**src/hw/rtl/pcit_pkg.sv**
```systemverilog
`timescale 1ns / 1ps
`default_nettype none
// ----------------------------------------------------------------------------
// pcit_pkg
// shared constants and command/status codes for the interpolation table
// ----------------------------------------------------------------------------
package pcit_pkg;

  localparam int MaxPoints = 64;
  localparam int ValueBits = 26;

  localparam int RangeLowReset  = -11796480;
  localparam int RangeHighReset = 11796480;

  localparam logic [1:0] CmdLookup = 2'd0;
  localparam logic [1:0] CmdAdd    = 2'd1;
  localparam logic [1:0] CmdBase   = 2'd2;
  localparam logic [1:0] CmdClear  = 2'd3;

  localparam logic [1:0] StCorrected = 2'd0;
  localparam logic [1:0] StNoSeg     = 2'd1;
  localparam logic [1:0] StUpdated   = 2'd2;
  localparam logic [1:0] StFull      = 2'd3;

  localparam logic [1:0] RegMinDist   = 2'd0;
  localparam logic [1:0] RegRangeLow  = 2'd1;
  localparam logic [1:0] RegRangeHigh = 2'd2;

endpackage : pcit_pkg
`default_nettype wire

```
**src/hw/rtl/pointing_correction_interpolation_table_unit.sv**
```systemverilog
`timescale 1ns / 1ps
`default_nettype none
// ----------------------------------------------------------------------------
// pointing_correction_interpolation_table_unit
// sorted breakpoint table with linear interpolation, one axis
// ----------------------------------------------------------------------------
// One transaction at a time. The breakpoints live in one synchronous memory
// (position and value per entry) read one entry per cycle. A lookup walks
// the entries until it finds the segment and then runs a bit-serial
// rounding divider. Add point compacts the table while walking it and then
// shifts entries up one per cycle for the insert. After reset the default
// end points are written before the first transaction is taken.
module pointing_correction_interpolation_table_unit #(
  parameter int MAX_POINTS = pcit_pkg::MaxPoints,
  parameter int VALUE_BITS = pcit_pkg::ValueBits
) (
  input  wire logic clk_i,
  input  wire logic rst_ni,
  // cmd, position, manual_corr (from bit 0 up)
  input  wire logic [((2+2*VALUE_BITS+7)/8)*8-1:0] s_axis_tdata,
  input  wire logic s_axis_tvalid,
  output logic      s_axis_tready,
  // status, corrected, manual_reset, base_value (from bit 0 up)
  output logic [((3+2*VALUE_BITS+7)/8)*8-1:0] m_axis_tdata,
  output logic      m_axis_tvalid,
  input  wire logic m_axis_tready,
  input  wire logic cfg_valid_i,
  output logic      cfg_ready_o,
  input  wire logic [1:0] cfg_index_i,
  input  wire logic [VALUE_BITS-1:0] cfg_data_i
);

  localparam int W   = VALUE_BITS;
  localparam int AW  = $clog2(MAX_POINTS);
  localparam int CW  = $clog2(MAX_POINTS+1);
  localparam int OWD = ((3+2*W+7)/8)*8;
  localparam int DW  = W + 2;             // difference width
  localparam int QCW = $clog2(2*DW+2);

  localparam logic [4:0] SIdle = 5'd0, SLkRd = 5'd1, SLkA = 5'd2, SLkB = 5'd3,
                         SDiv = 5'd4, SLkFin = 5'd5, SAdRd = 5'd6, SAdChk = 5'd7,
                         SInsChk = 5'd8, SShRd = 5'd9, SShWr = 5'd10, SInsWr = 5'd11,
                         SClr = 5'd12, SOut = 5'd13, SClrB = 5'd14;

  function automatic logic signed [W-1:0] sat_f(input logic signed [W+2:0] v);
    logic signed [W+2:0] hi, lo;
    hi = {4'b0, {(W-1){1'b1}}};
    lo = -hi - 1;
    if (v > hi) sat_f = hi[W-1:0];
    else if (v < lo) sat_f = lo[W-1:0];
    else sat_f = v[W-1:0];
  endfunction

  // memory
  logic [2*W-1:0] mem_q [MAX_POINTS];
  logic [AW-1:0]  raddr, waddr;
  logic           we;
  logic [2*W-1:0] wdata, rdata_q;
  always_ff @(posedge clk_i) begin
    if (we) mem_q[waddr] <= wdata;
    rdata_q <= mem_q[raddr];
  end
  logic signed [W-1:0] rpos, rval;
  assign rpos = rdata_q[W-1:0];
  assign rval = rdata_q[2*W-1:W];

  // config
  logic [W-2:0] min_dist_q;
  logic signed [W-1:0] rlow_q, rhigh_q;
  assign cfg_ready_o = 1'b1;
  always_ff @(posedge clk_i or negedge rst_ni) begin
    if (!rst_ni) begin
      min_dist_q <= '0;
      rlow_q <= W'(pcit_pkg::RangeLowReset);
      rhigh_q <= W'(pcit_pkg::RangeHighReset);
    end else if (cfg_valid_i) begin
      unique case (cfg_index_i)
        pcit_pkg::RegMinDist:   min_dist_q <= cfg_data_i[W-2:0];
        pcit_pkg::RegRangeLow:  rlow_q <= cfg_data_i;
        pcit_pkg::RegRangeHigh: rhigh_q <= cfg_data_i;
        default: ;
      endcase
    end
  end

  // state
  logic [4:0] st_q, st_d;
  logic [CW-1:0] cnt_q, cnt_d, i_q, i_d, w_q, w_d;
  logic signed [W-1:0] base_q, base_d, toff_q, toff_d, lpos_q, lpos_d;
  logic added_q, added_d, init_q, init_d;
  logic signed [W-1:0] pos_q, pos_d, man_q, man_d;
  logic signed [W-1:0] p0_q, p0_d, v0_q, v0_d, nv_q, nv_d;
  logic [DW-1:0] num_q, num_d, den_q, den_d, mag_q, mag_d, r_q, r_d;
  logic [2*DW-1:0] quo_q, quo_d;
  logic neg_q, neg_d;
  logic [QCW-1:0] dc_q, dc_d;
  logic [OWD-1:0] odata_q, odata_d;
  logic ovalid_q, ovalid_d;

  // divider step: shift remainder, add num if mag bit set, subtract den
  // up to twice (remainder below 3*den since num < den)
  logic [DW+1:0] rs, rs2;
  logic [1:0] qd;
  always_comb begin
    rs = {1'b0, r_q, 1'b0} + (mag_q[DW-1] ? {2'b0, num_q} : '0);
    if (rs >= {1'b0, den_q, 1'b0}) begin
      qd = 2'd2;
      rs2 = rs - {1'b0, den_q, 1'b0};
    end else if (rs >= {2'b0, den_q}) begin
      qd = 2'd1;
      rs2 = rs - {2'b0, den_q};
    end else begin
      qd = 2'd0;
      rs2 = rs;
    end
  end

  logic signed [W+2:0] addsum;
  assign addsum = (W+3)'(lpos_q) + (W+3)'(man_q) - (W+3)'(base_q) + (W+3)'(toff_q);

  logic signed [W:0] dd;
  logic [W:0] ad;
  assign dd = (W+1)'(rpos) - (W+1)'(lpos_q);
  assign ad = dd[W] ? (W+1)'(-dd) : (W+1)'(dd);

  assign s_axis_tready = (st_q == SIdle) && !ovalid_q && init_q;
  assign m_axis_tvalid = ovalid_q;
  assign m_axis_tdata  = odata_q;

  function automatic logic [OWD-1:0] pack_f(input logic [1:0] s, input logic [W-1:0] c,
                                            input logic m, input logic [W-1:0] b);
    pack_f = OWD'({b, m, c, s});
  endfunction

  always_comb begin
    logic signed [W+2:0] cw;
    logic signed [W-1:0] c;
    logic [2*DW-1:0] qr;
    cw = '0; c = '0; qr = '0;
    st_d = st_q; cnt_d = cnt_q; i_d = i_q; w_d = w_q;
    base_d = base_q; toff_d = toff_q; lpos_d = lpos_q; added_d = added_q;
    init_d = init_q; pos_d = pos_q; man_d = man_q;
    p0_d = p0_q; v0_d = v0_q; nv_d = nv_q; num_d = num_q; den_d = den_q;
    mag_d = mag_q; r_d = r_q; quo_d = quo_q; neg_d = neg_q; dc_d = dc_q;
    odata_d = odata_q; ovalid_d = ovalid_q;
    raddr = i_q[AW-1:0]; waddr = '0; we = 1'b0; wdata = '0;
    if (ovalid_q && m_axis_tready) ovalid_d = 1'b0;
    unique case (st_q)
      SIdle: begin
        if (!init_q) begin
          st_d = SClr;
        end else if (s_axis_tvalid && !ovalid_q) begin
          pos_d = s_axis_tdata[2+W-1:2];
          man_d = s_axis_tdata[2+2*W-1:2+W];
          i_d = '0; w_d = '0;
          unique case (s_axis_tdata[1:0])
            pcit_pkg::CmdLookup: begin
              lpos_d = s_axis_tdata[2+W-1:2];
              st_d = (cnt_q < CW'(2)) ? SOut : SLkRd;
            end
            pcit_pkg::CmdAdd: begin
              st_d = (cnt_q == '0) ? SInsChk : SAdRd;
            end
            pcit_pkg::CmdBase: begin
              base_d = s_axis_tdata[2+2*W-1:2+W];
              st_d = SOut;
            end
            default: st_d = SClr;
          endcase
          odata_d = pack_f(pcit_pkg::StUpdated, '0, 1'b0, '0);
          if (s_axis_tdata[1:0] == pcit_pkg::CmdLookup)
            odata_d = pack_f(pcit_pkg::StNoSeg, '0, 1'b0, '0);
        end
      end
      SLkRd: begin
        raddr = i_q[AW-1:0];
        st_d = SLkA;
      end
      SLkA: begin
        p0_d = rpos; v0_d = rval;
        i_d = i_q + CW'(1);
        raddr = AW'(i_q + CW'(1));
        st_d = SLkB;
      end
      SLkB: begin
        if (pos_q >= p0_q && pos_q < rpos) begin
          num_d = DW'((W+1)'(pos_q) - (W+1)'(p0_q));
          den_d = DW'((W+1)'(rpos) - (W+1)'(p0_q));
          neg_d = rval < v0_q;
          mag_d = neg_d ? DW'((W+1)'(v0_q) - (W+1)'(rval))
                        : DW'((W+1)'(rval) - (W+1)'(v0_q));
          r_d = '0; quo_d = '0; dc_d = QCW'(DW);
          st_d = SDiv;
        end else if (i_q + CW'(1) >= cnt_q) begin
          st_d = SOut;
        end else begin
          p0_d = rpos; v0_d = rval;
          i_d = i_q + CW'(1);
          raddr = AW'(i_q + CW'(1));
          st_d = SLkB;
        end
      end
      SDiv: begin
        r_d = rs2[DW-1:0];
        quo_d = {quo_q[2*DW-2:0], 1'b0} + (2*DW)'(qd);
        mag_d = {mag_q[DW-2:0], 1'b0};
        dc_d = dc_q - QCW'(1);
        if (dc_q == QCW'(1)) st_d = SLkFin;
      end
      SLkFin: begin
        qr = quo_q + (({r_q, 1'b0} >= {1'b0, den_q}) ? (2*DW)'(1) : '0);
        cw = neg_q ? (W+3)'(v0_q) - (W+3)'(qr) : (W+3)'(v0_q) + (W+3)'(qr);
        c = sat_f(cw);
        toff_d = sat_f((W+3)'(c) - (W+3)'(pos_q));
        odata_d = pack_f(pcit_pkg::StCorrected, c, added_q, added_q ? base_q : '0);
        added_d = 1'b0;
        st_d = SOut;
      end
      SAdRd: begin
        raddr = i_q[AW-1:0];
        nv_d = sat_f(addsum);
        st_d = SAdChk;
      end
      SAdChk: begin
        if (ad >= (W+1)'(min_dist_q)) begin
          we = 1'b1; waddr = w_q[AW-1:0]; wdata = rdata_q;
          w_d = w_q + CW'(1);
        end
        i_d = i_q + CW'(1);
        if (i_q + CW'(1) >= cnt_q) begin
          st_d = SInsChk;
        end else begin
          raddr = AW'(i_q + CW'(1));
          st_d = SAdChk;
        end
        if (i_q + CW'(1) >= cnt_q) begin
          cnt_d = (ad >= (W+1)'(min_dist_q)) ? w_q + CW'(1) : w_q;
        end
      end
      SInsChk: begin
        nv_d = sat_f(addsum);
        if (cnt_q >= CW'(MAX_POINTS)) begin
          odata_d = pack_f(pcit_pkg::StFull, '0, 1'b0, '0);
          st_d = SOut;
        end else if (cnt_q == '0) begin
          i_d = '0; st_d = SInsWr;
        end else begin
          i_d = cnt_q - CW'(1);
          raddr = AW'(cnt_q - CW'(1));
          st_d = SShWr;
        end
      end
      SShRd: begin
        raddr = AW'(i_q - CW'(1));
        st_d = SShWr;
      end
      SShWr: begin
        // current read is entry i_q
        if (rpos > lpos_q || (rpos == lpos_q && rval > nv_q)) begin
          we = 1'b1; waddr = AW'(i_q + CW'(1)); wdata = rdata_q;
          if (i_q == '0) begin
            st_d = SInsWr;
          end else begin
            i_d = i_q - CW'(1);
            raddr = AW'(i_q - CW'(1));
            st_d = SShWr;
          end
        end else begin
          i_d = i_q + CW'(1);
          st_d = SInsWr;
        end
      end
      SInsWr: begin
        we = 1'b1; waddr = i_q[AW-1:0]; wdata = {nv_q, lpos_q};
        cnt_d = cnt_q + CW'(1);
        added_d = 1'b1;
        st_d = SOut;
      end
      SClr: begin
        we = 1'b1; waddr = '0;
        wdata = (rlow_q > rhigh_q) ? {rhigh_q, rhigh_q} : {rlow_q, rlow_q};
        st_d = SClrB;
      end
      SClrB: begin
        we = 1'b1; waddr = AW'(1);
        wdata = (rlow_q > rhigh_q) ? {rlow_q, rlow_q} : {rhigh_q, rhigh_q};
        cnt_d = CW'(2);
        if (!init_q) begin
          init_d = 1'b1; st_d = SIdle;
        end else begin
          st_d = SOut;
        end
      end
      SOut: begin
        ovalid_d = 1'b1;
        st_d = SIdle;
      end
      default: st_d = SIdle;
    endcase
  end

  always_ff @(posedge clk_i or negedge rst_ni) begin
    if (!rst_ni) begin
      st_q <= SIdle; cnt_q <= CW'(2); base_q <= '0; toff_q <= '0; lpos_q <= '0;
      added_q <= 1'b0; init_q <= 1'b0; ovalid_q <= 1'b0;
    end else begin
      st_q <= st_d; cnt_q <= cnt_d; base_q <= base_d; toff_q <= toff_d;
      lpos_q <= lpos_d; added_q <= added_d; init_q <= init_d; ovalid_q <= ovalid_d;
    end
  end

  always_ff @(posedge clk_i) begin
    i_q <= i_d; w_q <= w_d; pos_q <= pos_d; man_q <= man_d;
    p0_q <= p0_d; v0_q <= v0_d; nv_q <= nv_d; num_q <= num_d; den_q <= den_d;
    mag_q <= mag_d; r_q <= r_d; quo_q <= quo_d; neg_q <= neg_d; dc_q <= dc_d;
    odata_q <= odata_d;
  end

  a_cnt_bound: assert property (@(posedge clk_i) disable iff (!rst_ni)
    cnt_q <= CW'(MAX_POINTS)) else $error("point count overflow");
  a_no_accept_busy: assert property (@(posedge clk_i) disable iff (!rst_ni)
    (st_q != SIdle) |-> !s_axis_tready) else $error("accept while busy");
  a_out_after: assert property (@(posedge clk_i) disable iff (!rst_ni)
    (st_q == SOut) |=> m_axis_tvalid) else $error("result missing");

endmodule : pointing_correction_interpolation_table_unit
`default_nettype wire
```
**config.mk**
```make
export PLATFORM = sky130hd
export DESIGN_NAME = pointing_correction_interpolation_table_unit
export DESIGN_NICKNAME = d
export VERILOG_FILES = /design/src/hw/rtl/pcit_pkg.sv /design/src/hw/rtl/pointing_correction_interpolation_table_unit.sv
export SDC_FILE = /design/constraint.sdc
export NUM_CORES = 2
export LEC_CHECK = 0
export BUFFER_PORTS_ARGS = -buffer_cell sky130_fd_sc_hd__buf_2
export CORE_UTILIZATION = 50
export CTS_BUF_LIST = sky130_fd_sc_hd__clkbuf_8
export DETAILED_ROUTE_END_ITERATION = 6
export PLACE_DENSITY = 0.61
export SLEW_MARGIN = 20
export SYNTH_ARGS = -nofsm -noshare
export SYNTH_HDL_FRONTEND = slang
export SYNTH_SLANG_ARGS = --single-unit
```
**constraint.sdc**
```tcl
create_clock -name clk_i -period 19.2 [get_ports clk_i]
set_clock_uncertainty 0.15 [all_clocks]
set_input_delay 1.92 -clock clk_i [delete_from_list [all_inputs] [get_ports clk_i]]
set_output_delay 1.92 -clock clk_i [all_outputs]
set_load 0.1 [all_outputs]
```
==> metrics.txt <==
status finished, violations left; failing checks design-rule violations; layout-stage area growth over the synthesis result 10.96%; WL/cell 32.40 um; placer congestion estimate 0.9228; WP data required 20100 ps; WL final 579.2 mm; post-synthesis sequential area ratio 66.79%; CTS Sinks 3894; initial antenna violation count 33; critical setup path kind register to register; setup TNS 0 ps; share of cells above drive strength 1 14.59%; first-pass GRT wire length 809.6 mm; Worst-path clk slew 60 ps; count of buffers from port buffering 143; nets 13410; Crit path arrival time 15400 ps; Place WS 4927 ps; DPL Wire Length 353.4 mm; Hold Path Class register to register; Final setup viols 0; number of synthesized register bits 3894; Chip Height 590.3 um; measured slew at the worst slew-check pin 1343 ps; cts repair resizes 0; crit path time final 14500 ps; WL met3 59.04 mm; post-synth cell types 100; vias in the first global route 109200; Final Hold Fails 0; Crit path largest cell delay 930 ps; syn_area_per_cell 14.07 um^2; Synth Flop Type edfxtp_1; Fmax 0.06895 GHz; YS warnings 0; most used cell, CP o21a_1; crit-path max FO 23; RSZ-0062 raised after global routing false; drt pass-1 iters 7; Hold Buf Count CTS 0; Worst Setup End Kind register; Detailed Route Iter0 Violations 14060; starting density of the core 50.34%; Worst slew margin 9.852%; largest net degree at the start of global routing 141; Max-cap violations 0; vias per cell 6.400; die width 590.3 um; die area 348500 um^2; cells after synthesis 12300; Setup Buffers After CTS 0; row count 215; Setup crit start kind register; TritonCTS Buffers 637; DRC 4; clk buf depth 4; Async S/R FF share, synth 4.340%; Core Box Area 343800 um^2; CTS tree built; DRT antenna net count 0; Clock Tree Root clkbuf_8; post-synthesis cell area 173100 um^2; crit path max-delay cell type o311ai_0; final worst slack 4696 ps; via count 114400; H-tree depth 6; GRT Total Usage 32.72%; top cell type's share of synthesized area 63.73%; met2 wire length 265.9 mm; top sig layer met5; Clk Latency, worst-skew pair 1260 ps; total congestion overflow 0; number of enable flip-flop cells after synthesis 3673; met1 WL 227.3 mm; Synth area leaders edfxtp_1 64%, mux4_2 3.5%, nand2_1 3.3%; fin. max-slew vios 0; Net Count, Synth 12890; dominant cell type by area after synthesis edfxtp_1; Period Utilization, post-route 75.54%; # IOs 148
-- worst paths after layout --
path | end | startpoint | slack, ps | depth (start not counted)
min in group asynchronous | rlow_q[15] | rst_ni | 710 | 1
max | toff_q[10] | den_q[1] | 4700 | 55
min reg2reg | added_q | added_q | 330 | 2
max in group asynchronous | st_q[2] | rst_ni | 16640 | 2
min | added_q | added_q | 330 | 2
max reg2reg | toff_q[10] | den_q[1] | 4700 | 55
-- per-stage QoR --
step           hold slack (ps)  util (%)  instances  cell area [um^2]
2_1_floorplan            288.8         -      12300            173100
5_1_grt                  351.2     55.84      17860            192000
4_1_cts                  327.1     55.84      17860            192000
6_report                 328.9     55.85      17880            192000
3_3_place_gp             306.4     52.49      16730            180500
3_5_place_dp             312.6     52.50      16730            180500
-- metal layers --
metal / vias up / global-route usage [%]
met1: 58180 / 44.70
li1: 48410 / -
met5: - / 0
met2: 6572 / 51.68
met4: 18 / 13.46
met3: 1232 / 6.274
-- flip-flops by register name, summed over array words and instances (netlist names), 6 cells and up --
register	flops
m_axis_tdata	55
pos_q	26
cnt_q	7
p0_q	26
num_q	27
man_q	26
min_dist_q	25
rhigh_q	26
den_q	27
dc_q	6
rdata_q	52
lpos_q	26
i_q	7
mag_q	28
mem_q	3328
r_q	28
toff_q	26
w_q	7
rlow_q	26
nv_q	26
v0_q	26
quo_q	29
base_q	26
-- cell families (layout without fill, tap and decap cells) --
logic type / Yosys count / count (layout) / share of synthesized area, %
AOI/OAI and AO/OA: 2112 / 2112 / 8.525
xor gates and xnor gates: 337 / 337 / 1.706
adders and majority gates: 532 / 532 / 4.086
buffers and inverters: 1133 / 2138 / 2.656
DFF: 3894 / 3894 / 66.79
muxes: 862 / 862 / 7.085
other: 2 / 20 / 0.004340
and+or+nand+nor: 3424 / 3424 / 9.152
-- layout make-up --
class                   count  area [um^2]
fillers                 27580       151800
flip-flops and latches   3894       115600
multi-input cells        7269        53760
clock buffers             661         9097
well taps                4557         5702
repair buffers            506         3562
clock inverters           469         2389
inverters                 502         1884
diodes                     18        45.04
-- Yosys cell counts (all sizes together) (60+ instances only) --
master,n
o21ai,315
edfxtp,3673
o21a,61
xnor2,217
nor3,143
mux2,244
inv,502
nand2,1513
clkbuf,375
xor2,120
fa,63
ha,446
o211ai,105
o22ai,183
a32oi,88
mux2i,352
nor2,472
nor2b,106
a21o,127
or3,84
a2111oi,73
a221oi,65
a222oi,60
buf,256
and2,78
mux4,266
a21oi,375
a22oi,89
nand3,574
a31oi,102
nand4,158
a211oi,101
dfrtp,159
-- layout by cell type, fill, tap and decap left out, types with 53 or more instances in the layout --
master,count
a2111oi_0,70
a211oi_1,97
a21o_1,127
a21oi_1,375
a221oi_1,63
a222oi_1,60
a22oi_1,89
a31oi_1,100
a32oi_1,88
and2_1,78
buf_2,142
buf_4,354
clkbuf_8,662
clkinv_1,130
dfrtp_1,159
edfxtp_1,3673
fa_1,63
ha_1,446
inv_1,727
mux2_2,215
mux2i_1,352
mux4_2,266
nand2_1,1507
nand2b_1,53
nand3_1,562
nand4_1,158
nor2_1,398
nor2_4,72
nor2b_1,106
nor3_1,132
o211ai_1,104
o21a_1,61
o21ai_0,302
o22ai_1,183
or3_1,83
xnor2_1,217
xor2_1,120
-- critical path, delay by kind of cell, from the launching register on --
family / cells / cell delay, ps
AO/OA/AOI/OAI: 28 / 7050
flip-flops: 1 / 350
XOR/XNOR: 3 / 450
AND/OR/NAND/NOR: 15 / 3480
adder cells (fa/ha/maj): 5 / 1580
buffers and inverters: 4 / 1320
Power is left out: the tool's default activity adds up to more than one toggle a clock period on the data nets, which glitch-free logic cannot reach.
